===== src/hdl/zmvt_pkg.sv =====
package zmvt_pkg;

    localparam int OP_W  = 2;
    localparam int IDX_W = 10;
    localparam int VAL_W = 32;
    localparam int ST_W  = 2;

    typedef logic [OP_W-1:0]         opcode_t;
    typedef logic [IDX_W-1:0]        index_t;
    typedef logic signed [VAL_W-1:0] value_t;
    typedef logic [ST_W-1:0]         status_t;

    localparam opcode_t OP_FIND   = 2'd0;
    localparam opcode_t OP_WRITE  = 2'd1;
    localparam opcode_t OP_ADD    = 2'd2;
    localparam opcode_t OP_REMOVE = 2'd3;

    localparam status_t ST_OK       = 2'd0;
    localparam status_t ST_NOTFOUND = 2'd1;
    localparam status_t ST_RANGE    = 2'd2;
    localparam status_t ST_FULL     = 2'd3;

    typedef struct packed {
        status_t status;
        index_t  slot_index;
        value_t  old_value;
    } result_t;

    // one access on the single memory port per cycle: read, or write when we is set
    typedef struct packed {
        logic   en;
        logic   we;
        index_t addr;
        value_t wdata;
    } mem_req_t;

endpackage


===== src/hdl/zmvt_req_if.sv =====
interface zmvt_req_if;
    import zmvt_pkg::*;

    logic    valid;
    logic    ready;
    opcode_t opcode;
    index_t  index;
    value_t  value;

    modport source (output valid, output opcode, output index, output value, input ready);
    modport sink (input valid, input opcode, input index, input value, output ready);

endinterface


===== src/hdl/zmvt_ctrl.sv =====
module zmvt_ctrl #(
    parameter int ENTRIES = 256
) (
    input  logic               clk,
    input  logic               rst_n,
    zmvt_req_if.sink           req,
    output zmvt_pkg::mem_req_t mem_req,
    input  zmvt_pkg::value_t   mem_rdata,
    output logic               res_valid,
    input  logic               res_ready,
    output zmvt_pkg::result_t  res
);
    import zmvt_pkg::*;

    localparam int AW = $clog2(ENTRIES);
    localparam logic [AW-1:0] ADDR_LAST = AW'(ENTRIES - 1);
    localparam logic [IDX_W:0] ENTRIES_EXT = (IDX_W + 1)'(ENTRIES);

    localparam logic [2:0] S_CLEAR  = 3'd0;
    localparam logic [2:0] S_IDLE   = 3'd1;
    localparam logic [2:0] S_SCAN   = 3'd2;
    localparam logic [2:0] S_RMW    = 3'd3;
    localparam logic [2:0] S_RESULT = 3'd4;

    logic [2:0]    state_reg, state_next;
    logic [AW-1:0] addr_reg, addr_next;
    opcode_t       op_reg, op_next;
    value_t        value_reg, value_next;
    result_t       res_reg, res_next;

    logic in_range;
    logic hit;

    assign in_range = ({1'b0, req.index} < ENTRIES_EXT);
    // find compares against the key, add looks for an empty slot
    assign hit = (op_reg == OP_FIND) ? (mem_rdata == value_reg) : (mem_rdata == '0);

    always_comb
    begin
        state_next = state_reg;
        addr_next  = addr_reg;
        op_next    = op_reg;
        value_next = value_reg;
        res_next   = res_reg;
        mem_req    = '0;
        req.ready  = 1'b0;
        res_valid  = 1'b0;

        unique case (state_reg)
            S_CLEAR:
            begin
                mem_req.en   = 1'b1;
                mem_req.we   = 1'b1;
                mem_req.addr = IDX_W'(addr_reg);
                if (addr_reg == ADDR_LAST)
                begin
                    addr_next  = '0;
                    state_next = S_IDLE;
                end
                else
                begin
                    addr_next = addr_reg + 1'b1;
                end
            end
            S_IDLE:
            begin
                req.ready = 1'b1;
                if (req.valid)
                begin
                    op_next    = req.opcode;
                    value_next = req.value;
                    unique case (req.opcode)
                        OP_FIND, OP_ADD:
                        begin
                            mem_req.en   = 1'b1;
                            mem_req.addr = '0;
                            addr_next    = '0;
                            state_next   = S_SCAN;
                        end
                        default:
                        begin
                            if (!in_range)
                            begin
                                res_next   = '{status: ST_RANGE, slot_index: '0, old_value: '0};
                                state_next = S_RESULT;
                            end
                            else
                            begin
                                mem_req.en   = 1'b1;
                                mem_req.addr = req.index;
                                addr_next    = req.index[AW-1:0];
                                state_next   = S_RMW;
                            end
                        end
                    endcase
                end
            end
            S_SCAN:
            begin
                if (hit)
                begin
                    res_next = '{status: ST_OK, slot_index: IDX_W'(addr_reg), old_value: '0};
                    if (op_reg == OP_ADD)
                    begin
                        mem_req.en    = 1'b1;
                        mem_req.we    = 1'b1;
                        mem_req.addr  = IDX_W'(addr_reg);
                        mem_req.wdata = value_reg;
                    end
                    state_next = S_RESULT;
                end
                else if (addr_reg == ADDR_LAST)
                begin
                    res_next.status     = (op_reg == OP_FIND) ? ST_NOTFOUND : ST_FULL;
                    res_next.slot_index = '0;
                    res_next.old_value  = '0;
                    state_next          = S_RESULT;
                end
                else
                begin
                    // fetch the next entry while this one is compared
                    mem_req.en   = 1'b1;
                    mem_req.addr = IDX_W'(addr_reg + 1'b1);
                    addr_next    = addr_reg + 1'b1;
                end
            end
            S_RMW:
            begin
                mem_req.en    = 1'b1;
                mem_req.we    = 1'b1;
                mem_req.addr  = IDX_W'(addr_reg);
                mem_req.wdata = (op_reg == OP_WRITE) ? value_reg : '0;
                res_next      = '{status: ST_OK, slot_index: '0, old_value: mem_rdata};
                state_next    = S_RESULT;
            end
            S_RESULT:
            begin
                res_valid = 1'b1;
                if (res_ready)
                begin
                    state_next = S_IDLE;
                end
            end
            default:
            begin
                addr_next  = '0;
                state_next = S_CLEAR;
            end
        endcase
    end

    always_ff @(posedge clk or negedge rst_n)
    begin
        if (!rst_n)
        begin
            state_reg <= S_CLEAR;
            addr_reg  <= '0;
        end
        else
        begin
            state_reg <= state_next;
            addr_reg  <= addr_next;
        end
    end

    always_ff @(posedge clk)
    begin
        op_reg    <= op_next;
        value_reg <= value_next;
        res_reg   <= res_next;
    end

    assign res = res_reg;

    // only an add may write during a scan
    assert property (@(posedge clk) disable iff (!rst_n)
        (state_reg == S_SCAN && mem_req.we) |-> (op_reg == OP_ADD))
        else $error("scan wrote memory for an op other than add");

    // a scan never runs past the last entry
    assert property (@(posedge clk) disable iff (!rst_n)
        (state_reg == S_SCAN) |-> ({1'b0, IDX_W'(addr_reg)} < ENTRIES_EXT))
        else $error("scan address beyond table");

    // out-of-range status only for write or remove
    assert property (@(posedge clk) disable iff (!rst_n)
        (res_valid && res.status == ST_RANGE) |-> (op_reg == OP_WRITE || op_reg == OP_REMOVE))
        else $error("range status for find or add");

    // a delivered result returns the controller to idle
    assert property (@(posedge clk) disable iff (!rst_n)
        (res_valid && res_ready) |=> (state_reg == S_IDLE))
        else $error("controller did not return to idle after result");

endmodule

===== src/flat_wrapper.sv =====
// flat-port wrapper written by rule: the top's interface ports become plain ports
module zmvt_ctrl_flat import zmvt_pkg::*;
#(
    parameter int ENTRIES = 256
)
  (clk, rst_n, mem_req, mem_rdata, res_valid, res_ready, res, req_valid, req_opcode, req_index, req_value, req_ready);
  zmvt_req_if req_i ();
  input  logic clk;
  input  logic rst_n;
  output zmvt_pkg::mem_req_t mem_req;
  input  zmvt_pkg::value_t mem_rdata;
  output logic res_valid;
  input  logic res_ready;
  output zmvt_pkg::result_t res;
  input wire logic [$bits(req_i.valid)-1:0] req_valid;
  input wire logic [$bits(req_i.opcode)-1:0] req_opcode;
  input wire logic [$bits(req_i.index)-1:0] req_index;
  input wire logic [$bits(req_i.value)-1:0] req_value;
  output wire logic [$bits(req_i.ready)-1:0] req_ready;
  assign req_i.valid = req_valid;
  assign req_i.opcode = req_opcode;
  assign req_i.index = req_index;
  assign req_i.value = req_value;
  assign req_ready = req_i.ready;
  zmvt_ctrl #(.ENTRIES(ENTRIES)) u_core (.clk(clk), .rst_n(rst_n), .req(req_i), .mem_req(mem_req), .mem_rdata(mem_rdata), .res_valid(res_valid), .res_ready(res_ready), .res(res));
endmodule

===== config.mk =====
export PLATFORM = sky130hd
export DESIGN_NAME = zmvt_ctrl_flat
export DESIGN_NICKNAME = d
export VERILOG_FILES = /design/src/hdl/zmvt_pkg.sv /design/src/hdl/zmvt_req_if.sv /design/src/hdl/zmvt_ctrl.sv /design/src/flat_wrapper.sv
export SDC_FILE = /design/constraint.sdc
export NUM_CORES = 1
export LEC_CHECK = 0
export BUFFER_PORTS_ARGS = -buffer_cell sky130_fd_sc_hd__clkbuf_2
export CORE_MARGIN = 3
export CORE_UTILIZATION = 49
export CTS_CLUSTER_SIZE = 24
export DETAILED_ROUTE_END_ITERATION = 7
export PLACE_DENSITY = 0.76
export SLEW_MARGIN = 20
export SYNTH_ARGS = -nofsm -noshare
export SYNTH_HDL_FRONTEND = slang
export SYNTH_SLANG_ARGS = --single-unit

===== constraint.sdc =====
create_clock -name clk -period 3.35 [get_ports clk]
set_input_delay 0.1675 -clock clk [delete_from_list [all_inputs] [get_ports clk]]
set_output_delay 0.1675 -clock clk [all_outputs]
set_load 0.02 [all_outputs]

Yosys cells after proc, flatten, opt, wreduce, memory -nomap -nowiden
Cells that the tools add are included.
{ "classes": {"n_addsub": 2, "magnitude_cmp": 1, "n_eq_ne": 18, "mux": 43, "n_bitwise": 1, "reduce_logical": 12} }
{ "ops": {"columns": ["cell", "n"], "rows": [
  ["$mux W44", 6],
  ["$pmux W44 S3", 1],
  ["$mux W32", 2],
  ["$pmux W32 S2", 1],
  ["$mux W10", 5],
  ["$mux W8", 6],
  ["$eq A32 B32 Y1", 1],
  ["$logic_not A32 Y1", 1],
  ["$pmux W8 S4", 1],
  ["$pmux W10 S3", 1],
  ["$mux W3", 7],
  ["$pmux W3 S5", 1],
  ["$ne A2 B2 Y1 const B", 6],
  ["$lt A10 B9 Y1 const B", 1],
  ["$reduce_and A5 Y1", 2],
  ["$add A8 B1 Y9 const B", 1],
  ["$mux W1", 9],
  ["$add A8 B1 Y8 const B", 1],
  ["$eq A8 B8 Y1 const B", 1],
  ["$eq A3 B2 Y1 const B", 2],
  ["$reduce_or A2 Y1", 3],
  ["$eq A2 B2 Y1 const B", 2],
  ["$logic_not A2 Y1", 2],
  ["$reduce_and A4 Y1", 1],
  ["other kinds (13)", 13]
]} }
{ "totals": {"reg_bits": 89, "input_bits": 80, "out_inout_bits": 90, "word_cells": 84} }

Depth between registers and ports, before layout
Gate-level depths: netlist of run 1.
{ "depth": {"ltp_word": 5, "ltp_mapped": 9, "mapped_depth_nobuf": 8} }

Worst setup path before layout of run 1
OpenSTA, ideal clock, no wires.
{ "synth_path": {"path_kind": "register -> register", "from": "register u_core.value_reg[10]", "to": "register u_core.res_reg (netlist bit u_core.res[0]), enable pin", "setup_time_ns": 0.404, "arrival_ns": 2.424, "required_time_ns": 2.946, "slack_ns": 0.522, "path_stages_with_launch": 7, "n_path_buf": 0, "period_less_slack_ns": 2.828, "path_cell_list": "edfxtp_1 xnor2_1 nand4_1 nor4_1 a31oi_1 nand3_1 and2_1"} }
{ "synth_via": {"elab_chain_len": 4} }
{ "synth_lines": {"columns": ["item", "line", "text"], "rows": [
  ["from (decl)", "zmvt_ctrl.sv:28", "value_t value_reg, value_next;"],
  ["from (signal assigned)", "zmvt_ctrl.sv:169", "value_reg <= value_next;"],
  ["$eq A32 B32 Y1", "zmvt_ctrl.sv:36", "assign hit = (op_reg == OP_FIND) ? (mem_rdata == value_reg) : (mem_rdata == '0);"],
  ["$mux W1", "zmvt_ctrl.sv:36", null],
  ["$ne A3 B1 Y1 (no line)", null, null],
  ["$reduce_and A5 Y1 (no line)", null, null],
  ["to (signal assigned)", "zmvt_ctrl.sv:170", "res_reg <= res_next;"],
  ["to (decl)", "zmvt_ctrl.sv:29", "result_t res_reg, res_next;"]
]} }
No other way between the ends.
A chain may end at the register's enable or synchronous reset.

==> summary.txt, run 1 <==
Detailed routing
  • DRC viols: 0
  • Initial DRC count: 230
  • Routed len/inst: 19.5 µm
  • 1st-pass router iterations: 6
  • WL final: 13500 µm
  • Vias: 3942
  • Detail Route Antenna Nets: 0
  • Vias/cell: 5.70

Synthesis
  • Synthesized flop and latch total: 87
  • Synth top area cells: edfxtp_1, dfrtp_1, and3_1
  • Most common cell in the synthesized netlist: edfxtp_1
  • Synth cell count leaders: edfxtp_1, and3_1, and2_1
  • Post-synthesis cell count: 382
  • Cell area after synthesis: 4430 µm²
  • EDFF count, synth: 76
  • YS warnings: 0
  • Synth top area share: 51.5%
  • Main synth FF type: edfxtp_1
  • Largest area contributor in the netlist: edfxtp_1
  • Yosys cell types: 53
  • Sequential area share after synthesis: 57.7%
  • Syn_area_per_cell: 11.6 µm²
  • Asr flop ratio synth: 12.6%

Clocking
  • Total CTS buffers: 9
  • Clock Path Buffers: 2
  • Clk_lat worst skew: 0.35 ns
  • CTS tree: yes
  • CTS clk-pin slew, worst paths: 0.09 ns
  • H-tree depth: 3
  • CTS Root Cell: clkbuf_8
  • Post-cts sizing count: 0
  • Clock sinks: 87

Layout
  • Layout cells sized above 1: 34.1%
  • Diodes inserted: 0
  • # nets final: 659
  • Area of the multi-input gates: 1710 µm²
  • Area Overhead vs Synth: 32.3%
  • Number of flip-flops in the largest register: 42
  • FF/Latch Area: 2560 µm²
  • Fillcell total: 695

Die
  • Die Wd: 101 µm
  • Row count: 34
  • Core Area: 8760 µm²
  • DIE HEIGHT: 101 µm
  • DIE AREA: 10200 µm²
  • Initial Util: 50.6%
  • Top Ports: 170

Global route
  • Largest net degree at the start of global routing: 48
  • Global-route wire length before repair: 20700 µm
  • Gr usage total: 26.5%
  • Antenna violations before repair: 0
  • Vias in the first global route: 3852
  • Congestion Overflow GR: 0

Critical path
  • Reg2reg setup slack: 0.72 ns
  • Crit Path Class: reg -> out
  • Reg2reg start: u_core.addr_reg[1]$_DFFE_PN0P_
  • CP required: 3.18 ns
  • R2R depth: 7
  • CP Data Arrival Time: 2.71 ns
  • Crit Path Max Fanout: 13
  • Worst reg2reg path endpoint: u_core.addr_reg[0]$_DFFE_PN0P_
  • CP Capture Type: primary output
  • Worst setup SP type: register

Timing
  • Final worst-path cycle share: 86.0%
  • Final Setup Violations: 0
  • Final min period: 2.88 ns
  • Fmax: 347 MHz
  • TNS Setup: 0 ns
  • Worst rel slew slack: 56.6%
  • Final hold slack: 0.0654 ns
  • Skew final: 0.0122 ns
  • RSZ-0062 raised after global routing: no
  • Slew Limit Fails: 0
  • Final Hold Fails: 0
  • Tightest Pin Transition: 0.650 ns

Power and ir drop
  • Gate power share: 7.0%
  • Leakage: 2.45 nW
  • Net Sw Frac: 22.0%
  • Sequential power share: 57.4%
  • Cell-internal power: 0.00159 W
  • Maximum VDD drop: 0.243 mV
  • Sw power: 0.000447 W
  • Power per cell area: 347 nW/µm²
  • Clock power share: 35.7%

Place
  • Buffers on Ports: 165
  • Dpl hpwl: 9700 µm
  • GPL Wtd Cong: 0.932

Hold path
  • Min-delay src: res_ready
  • Hold path depth: 2
  • Tightest Hold Check Type: in -> reg
  • Worst Hold Endpoint: u_core.state_reg[2]$_DFFE_PN0P_

Status
  • Status: finished, final reports clean

Job
  • Max_cap viols: 0
==> layout by cell type (no fill, tap or decap), types with 5 or more instances in the layout <==
| cell | count |
|---|---|
| clkbuf_2 | 165 |
| edfxtp_1 | 76 |
| and3_1 | 41 |
| and2_1 | 35 |
| dlygate4sd3_1 | 34 |
| xnor2_1 | 28 |
| nand2_1 | 22 |
| nor2_1 | 20 |
| nor4_1 | 11 |
| dfrtp_1 | 11 |
| inv_1 | 10 |
| clkbuf_8 | 9 |
| buf_4 | 9 |
| nand3_1 | 8 |
| nand4_1 | 8 |
| nor3_1 | 8 |
| o221ai_1 | 6 |
| o21ai_0 | 6 |
| a31oi_1 | 5 |
| a21oi_1 | 5 |
==> layer usage <==
layer  track usage (%)  up-vias  part of all wire (%)
met1              37.7     1855                    43
met3              6.54       25                   9.3
li1                  -     1817                     -
met4              8.90        0                   1.9
met5                 0        -                     0
met2              40.2      245                    46
==> cell type report <==
| class | instances | area share, % |
|---|---|---|
| Inverter | 10 | 0.640 |
| Timing Repair Buffer | 208 | 21.0 |
| Clock inverter | 7 | 1.24 |
| Clock buffer | 9 | 2.11 |
| Sequential cell | 87 | 43.6 |
| Tap cell | 108 | 2.30 |
| Multi-Input combinational cell | 262 | 29.1 |
==> critical path, cell delays in order, from the launching register on <==
cell and delay, ns:
edfxtp_1 0.43, xnor2_1 0.24, nand4_1 0.12, nor4_1 0.46
a31oi_1 0.20, buf_4 0.23, a41o_1 0.19, a221o_1 0.33
clkbuf_2 0.16
==> how the worst max path moves through the flow <==
stage | depth (start not counted) | endpoint | from
after floorplan | 6 | u_core.res[0]$_DFFE_PP_ | u_core.value_reg[10]$_DFFE_PP_
after global placement | 8 | mem_req[7] | mem_rdata[17]
after detailed placement | 8 | mem_req[8] | mem_rdata[25]
after CTS | 8 | mem_req[37] | u_core.value_reg[23]$_DFFE_PP_
after global routing | 8 | mem_req[37] | u_core.value_reg[23]$_DFFE_PP_
final | 8 | mem_req[37] | u_core.value_reg[23]$_DFFE_PP_
==> power by group through the flow <==
stage                     sequential [W]  combinational (W)  clock, W
final                            0.00117           0.000141  0.000726
after global routing             0.00117           0.000151  0.000780
after global placement           0.00119           0.000105         0
after CTS                        0.00117           0.000136  0.000732
after detailed placement         0.00119           0.000106         0
after floorplan                  0.00119          0.0000330         0
==> logic make-up after synthesis <==
| logic type | after synthesis | share of synthesized area (%) |
|---|---|---|
| other | 1 | 0.0846 |
| AO/OA/AOI/OAI | 55 | 9.79 |
| buffers and inverters | 36 | 4.15 |
| multiplexers | 3 | 0.734 |
| XOR/XNOR | 32 | 6.32 |
| adder cells (fa/ha/maj) | 1 | 0.282 |
| AND/OR/NAND/NOR | 167 | 21.0 |
| flip-flops | 87 | 57.7 |
==> metrics by stage <==
step / std cells / area, µm² / utilization (%) / setup slack [ns] / total power [W]
after detailed placement: 641 / 5330 / 60.8 / 0.776 / 0.00130
after global placement: 641 / 5330 / 60.8 / 0.771 / 0.00130
after CTS: 690 / 5860 / 66.8 / 0.460 / 0.00204
after floorplan: 385 / 4450 / - / 0.522 / 0.00123
after global routing: 691 / 5870 / 66.9 / 0.304 / 0.00210
final: 691 / 5870 / 66.9 / 0.469 / 0.00203
==> repair_timing <==
action | 4_1_cts | 5_1_grt
setup buffers | 0 | 0
hold buffers | 33 | 1
hold endpoints to repair | 43 | 1
(Power assumes the default switching activity.)
==> inputs of run 2 (changes only) <==
==> constraint.sdc (replaced) <==
create_clock -name clk -period 2.83 [get_ports clk]
set_input_delay 0.1415 -clock clk [delete_from_list [all_inputs] [get_ports clk]]
set_output_delay 0.1415 -clock clk [all_outputs]
set_load 0.02 [all_outputs]
==> run 2 against run 1 <==
Against the previous run: non-clock buffer count rose by 8; sequential power up 18%; clock skew is 0.0046 ns lower; register-to-register slack got worse by 0.33 ns; first-iteration DRC count grew 69%; sequential share of layout area decreased by 0.81 points; critical path depth unchanged; worst setup slack worse by 0.35 ns; worst hold slack better by 0.094 ns; clock power grew 16%; global-route usage fell by 0.48 points; critical endpoint unchanged; largest cell class unchanged; highest routed layer unchanged.
==> summary.txt, run 2 (synthesis gave the netlist of run 1 again) <==
Critical path
  • Worst setup SP type: register
  • CP required: 2.69 ns (-0.49 ns)
  • CP Capture Type: primary output
  • CP Data Arrival Time: 2.57 ns (-0.14 ns)
  • R2R depth: 8 (+1)
  • Crit Path Max Fanout: 7 (-6)
  • Crit Path Class: reg -> out
  • CP Launch Point: u_core.value_reg[24]$_DFFE_PP_
  • Reg2reg start: u_core.addr_reg[0]$_DFFE_PN0P_

Power and ir drop
  • Gate power share: 7.2% (+0.2 points)
  • Leakage: 2.51 nW (+2.5%)
  • Sw power: 0.000518 W (+16%)
  • Cell-internal power: 0.00188 W (+18%)
  • Power per cell area: 401 nW/µm² (+16%)
  • Sequential power share: 57.7% (+0.3 points)
  • Maximum VDD drop: 0.374 mV (+54%)
  • Net Sw Frac: 21.6% (-0.35 points)
  • Clock power share: 35.1% (-0.6 points)
  • Total power: 0.00240 W (+18%)

Detailed routing
  • Vias/cell: 5.74 (+0.64%)
  • DRC viols: 0 (unchanged)
  • Routed len/inst: 19.3 µm (-1.4%)
  • WL final: 13500 µm (-0.30%)
  • 1st-pass router iterations: 5 (-1)
  • Vias: 4013 (+1.8%)
  • Detail Route Antenna Nets: 0 (unchanged)
  • Initial DRC count: 389 (+69%)

Clocking
  • CTS clk-pin slew, worst paths: 0.08 ns (about the same)
  • CTS Root Cell: clkbuf_8
  • Total CTS buffers: 9 (unchanged)
  • Clock Path Buffers: 2 (unchanged)
  • H-tree depth: 3 (unchanged)
  • Clock sinks: 87 (unchanged)
  • CTS tree: yes
  • Clk_lat worst skew: 0.35 ns (about the same)

Global route
  • Global-route wire length before repair: 20200 µm (-2.5%)
  • Congestion Overflow GR: 0 (unchanged)
  • Largest net degree at the start of global routing: 48 (unchanged)
  • Gr usage total: 26.1% (-0.48 points)
  • Vias in the first global route: 3773 (-2.1%)
  • Antenna violations before repair: 0 (unchanged)

Timing
  • Final setup margin: 0.120 ns (-0.348 ns)
  • Final min period: 2.71 ns
  • Final Setup Violations: 0 (unchanged)
  • Final hold slack: 0.159 ns (+0.0940 ns)
  • Final Hold Fails: 0 (unchanged)
  • Slew Limit Fails: 0 (unchanged)
  • Fmax: 369 MHz
  • Skew final: 0.00758 ns (-0.00459 ns)
  • Final worst-path cycle share: 95.7%

Die
  • Top Ports: 170 (unchanged)
  • Core Area: 8760 µm² (unchanged)
  • DIE HEIGHT: 101 µm (unchanged)
  • Initial Util: 50.6% (unchanged)
  • Row count: 34 (unchanged)
  • Die Wd: 101 µm (unchanged)
  • DIE AREA: 10200 µm² (unchanged)

Place
  • GPL Wtd Cong: 0.943 (+1.2%)
  • Post-placement setup slack: 0.372 ns (-0.404 ns)
  • Buffers on Ports: 165 (unchanged)
  • Dpl hpwl: 9710 µm (+0.17%)

Hold path
  • Min-delay src: mem_rdata[29]
  • Tightest Hold Check Type: in -> reg
  • Hold path depth: 2 (unchanged)

Job
  • Max_cap viols: 0 (unchanged)

Layout
  • Number of flip-flops in the largest register: 42 (unchanged)
  • Layout cells sized above 1: 36.0% (+1.9 points)
  • Finished Core Util: 68.2% (+1.3 points)
  • Area Overhead vs Synth: 34.8%
  • Diodes inserted: 0 (unchanged)
  • Most common cell after layout, fill and taps aside: clkbuf_2
  • Most frequent cells in the layout: clkbuf_2, edfxtp_1, and3_1
  • # nets final: 667 (+1.2%)

Status
  • Status: finished, final reports clean
==> run 2: worst paths after layout <==
kind | end | slack, ns
max | mem_req[37] | 0.12
max reg2reg | u_core.addr_reg[3]$_DFFE_PN0P_ | 0.39
min reg2reg | u_core.state_reg[0]$_DFFE_PN0P_ | 0.68
max in group asynchronous | u_core.state_reg[2]$_DFFE_PN0P_ | 2.36
min | u_core.res[29]$_DFFE_PP_ | 0.16
min in group asynchronous | u_core.addr_reg[3]$_DFFE_PN0P_ | 0.22
==> run 2: per-stage QoR <==
step / area (µm²) / instances / setup TNS, ns
global placement: 5370 / 645 / 0
CTS: 5900 / 695 / 0
detailed placement: 5370 / 645 / 0
global route: 5980 / 699 / -0.0137
finish: 5980 / 699 / 0
floorplan: 4450 / 385 / 0
==> run 2: layer usage <==
| layer | share of wire (%) | GRT usage [%] | wire length [µm] | up-vias |
|---|---|---|---|---|
| met3 | 10 | 7.23 | 1360 | 20 |
| met2 | 46 | 40.4 | 6250 | 245 |
| li1 | - | - | - | 1835 |
| met5 | 0 | 0 | 0 | - |
| met1 | 42 | 36.1 | 5630 | 1913 |
| met4 | 1.7 | 7.67 | 223 | 0 |
==> run 2: repair_timing <==
item,in CTS,in global routing
gates cloned,0,0
setup endpoints to repair,1,3
hold endpoints to repair,44,1
pin swaps,0,2
setup buffers,0,3
gates resized for setup,1,7
hold buffers,34,1
==> run 2: power by group through the flow <==
stage                     Sequential (W)  Clock [W]  Combinational (W)
after floorplan                  0.00141          0          0.0000390
after global placement           0.00141          0           0.000126
after detailed placement         0.00141          0           0.000127
after CTS                        0.00138   0.000849           0.000164
after global routing             0.00138   0.000913           0.000184
final                            0.00138   0.000840           0.000173
==> run 2: critical path: stages (launching register included) <==
cell and delay, ns:
edfxtp_1 0.42, xor2_1 0.19, nor4_1 0.33, and3_1 0.25, a31oi_2 0.13, buf_4 0.20, a41o_1 0.18, a221o_1 0.35
clkbuf_2 0.16
==> run 2: final cells by class <==
| type | instances | area (µm²) |
|---|---|---|
| fill | 662 | 2790 |
| sequential | 87 | 2560 |
| multi-input combinational | 262 | 1750 |
| timing repair buffer | 216 | 1310 |
| tap | 108 | 135 |
| clock buffer | 10 | 128 |
| clock inverter | 6 | 61.3 |
| inverter | 10 | 37.5 |
==> inputs of run 3 (changes only) <==
--- a/config.mk
+++ b/config.mk
@@ -10,8 +10,10 @@
 export CORE_UTILIZATION = 49
 export CTS_CLUSTER_SIZE = 24
 export DETAILED_ROUTE_END_ITERATION = 7
+export GPL_TIMING_DRIVEN = 0
 export PLACE_DENSITY = 0.76
 export SLEW_MARGIN = 20
 export SYNTH_ARGS = -nofsm -noshare
 export SYNTH_HDL_FRONTEND = slang
 export SYNTH_SLANG_ARGS = --single-unit
+export TNS_END_PERCENT = 20
==> run 3 against run 2 <==
Against the previous run: clock skew increased by 0.0017 ns; combinational power about the same; clock power increased by 2%; critical path type unchanged; non-clock buffer count increased by 10.
==> summary.txt, run 3 (synthesis gave the netlist of run 1 again) <==
Die
  • DIE AREA: 10200 µm² (unchanged)
  • Top Ports: 170 (unchanged)
  • Core Area: 8760 µm² (unchanged)
  • Initial Util: 50.6% (unchanged)
  • Die Wd: 101 µm (unchanged)
  • Row count: 34 (unchanged)
  • DIE HEIGHT: 101 µm (unchanged)

Power and ir drop
  • Maximum VDD drop: 0.311 mV (-17%)
  • Power per cell area: 401 nW/µm² (about the same)
  • Leakage: 2.51 nW (about the same)

Timing
  • Tightest Pin Transition: 0.531 ns
  • Skew final: 0.00932 ns (+0.00174 ns)
  • Fmax: 370 MHz (+0.35%)
  • Worst rel slew slack: 64.2%
  • RSZ-0062 raised after global routing: yes
  • Final Setup Violations: 0 (unchanged)
  • Final min period: 2.70 ns (-0.00932 ns)
  • Slew Limit Fails: 0 (unchanged)
  • Final worst-path cycle share: 95.4% (-0.33 points)
  • Final setup margin: 0.130 ns (+0.00932 ns)
  • Final Hold Fails: 0 (unchanged)

Place
  • GPL Wtd Cong: 0.918 (-2.7%)
  • Post-placement setup slack: -0.137 ns (-0.510 ns)
  • Area after DPL: 5460 µm² (+1.6%)
  • Dpl hpwl: 10300 µm (+5.9%)
  • Buffers on Ports: 165 (unchanged)

Detailed routing
  • Routed len/inst: 19.7 µm (+2.0%)
  • Initial DRC count: 328 (-16%)
  • Vias/cell: 5.70 (-0.80%)
  • WL final: 13900 µm (+3.4%)
  • DRC viols: 0 (unchanged)
  • Detail Route Antenna Nets: 0 (unchanged)
  • 1st-pass router iterations: 6 (+1)
  • Vias: 4038 (+0.62%)

Layout
  • Most frequent cells in the layout: clkbuf_2, edfxtp_1, and3_1
  • Number of flip-flops in the largest register: 42 (unchanged)
  • Most common cell after layout, fill and taps aside: clkbuf_2
  • Area Overhead vs Synth: 35.9%
  • Area of the multi-input gates: 1750 µm² (-0.21%)
  • Fillcell total: 676 (+2.1%)
  • FF/Latch Area: 2560 µm² (unchanged)
  • Layout cells sized above 1: 34.9% (-1.1 points)
  • # nets final: 677 (+1.5%)
  • Finished Cell Area: 6030 µm² (+0.84%)
  • Diodes inserted: 0 (unchanged)

Clocking
  • CTS clk-pin slew, worst paths: 0.08 ns (about the same)
  • Setup bufs post-CTS: 0 (unchanged)
  • Clock Path Buffers: 2 (unchanged)
  • Total CTS buffers: 9 (unchanged)
  • CTS tree: yes
  • H-tree depth: 3 (unchanged)
  • Clk_lat worst skew: 0.35 ns (about the same)
  • Clock sinks: 87 (unchanged)
  • CTS Root Cell: clkbuf_8

Global route
  • Vias in the first global route: 3915 (+3.8%)
  • Largest net degree at the start of global routing: 35 (-27%)
  • Congestion Overflow GR: 0 (unchanged)
  • Gr usage total: 27.4% (+1.3 points)
  • Global-route wire length before repair: 21200 µm (+4.9%)
  • Antenna violations before repair: 0 (unchanged)

Critical path
  • CP Data Arrival Time: 2.56 ns (about the same)
  • Reg2reg setup slack: 0.17 ns (-0.22 ns)
  • CP required: 2.69 ns (about the same)
  • Crit Path Class: reg -> out
  • Worst setup SP type: register
  • Worst reg2reg path endpoint: u_core.addr_reg[1]$_DFFE_PN0P_
  • Reg2reg start: u_core.addr_reg[0]$_DFFE_PN0P_
  • Crit Path Max Fanout: 10 (+3)
  • R2R depth: 7 (-1)
  • CP Capture Type: primary output

Job
  • Max_cap viols: 0 (unchanged)

Status
  • Status: finished, final reports clean

Hold path
  • Worst Hold Endpoint: u_core.state_reg[2]$_DFFE_PN0P_
  • Min-delay src: res_ready
  • Tightest Hold Check Type: in -> reg
  • Hold path depth: 2 (unchanged)
==> run 3: timing repair <==
item                                    in CTS  in global routing
resized for setup                            3                  5
pin swaps                                    0                  1
hold buffers                                34                  0
endpoints found under the setup margin      28                 32
endpoints found under the hold margin       44                  0
==> run 3: layout make-up <==
type,instances,share of cell area [%]
plain buffers,25,2.37
clock buffers,9,2.06
clock inverters,7,1.18
inverters,10,0.623
multi-input cells,262,29.0
flip-flops and latches,87,42.4
well taps,108,2.24
repair buffers,201,20.1
==> run 3: layer usage <==
metal  up-vias  share of wire, %  track usage (%)
met5         -                 0                0
met4         0               1.9             8.90
met3        26                10             5.92
met2       260                47             44.0
met1      1900                41             37.2
li1       1852                 -                -
==> run 3: where the power goes <==
group,internal (W),leakage [nW],switching (W),total [W]
sequential,0.00138,0.742,0,0.00138
combinational,0.0000918,1.67,0.0000818,0.000174
clock,0.000408,0.0933,0.000451,0.000859
total,0.00188,2.51,0.000533,0.00241
==> run 3: through the flow <==
stage                     util (%)  std cells  hold slack, ns  total power (W)   TNS, ns
after detailed placement      62.3        660          0.0568          0.00154     -3.41
after global routing          68.8        709         0.00661          0.00250  -0.00155
after floorplan                  -        385          -0.154          0.00145         0
final                         68.8        709          0.0286          0.00241         0
after CTS                     68.5        710          0.0110          0.00242   -0.0497
after global placement        61.7        658          0.0444          0.00154    -40.58
==> run 3: worst max path at each step <==
| stage | startpoint | endpoint | slack (ns) | cells after the start |
|---|---|---|---|---|
| 2_1_floorplan | u_core.value_reg[10]$_DFFE_PP_ | u_core.res[0]$_DFFE_PP_ | 0.002 | 6 |
| 3_3_place_gp | u_core.value_reg[23]$_DFFE_PP_ | u_core.res[34]$_DFFE_PP_ | -0.85 | 6 |
| 3_5_place_dp | u_core.value_reg[23]$_DFFE_PP_ | u_core.res[34]$_DFFE_PP_ | -0.14 | 7 |
| 4_1_cts | u_core.value_reg[24]$_DFFE_PP_ | mem_req[35] | -0.05 | 7 |
| 5_1_grt | u_core.addr_reg[0]$_DFFE_PN0P_ | mem_req[37] | -0.002 | 6 |
| 6_report | u_core.value_reg[23]$_DFFE_PP_ | mem_req[35] | 0.13 | 8 |
==> run 3: critical path, stage by stage, from the launching register on <==
cell      delay (ns)
edfxtp_1        0.42
xnor2_1         0.25
nand4_1         0.19
nor4_4          0.34
a31oi_2         0.22
buf_2           0.25
a32oi_1         0.19
o311ai_0        0.16
clkbuf_2        0.19
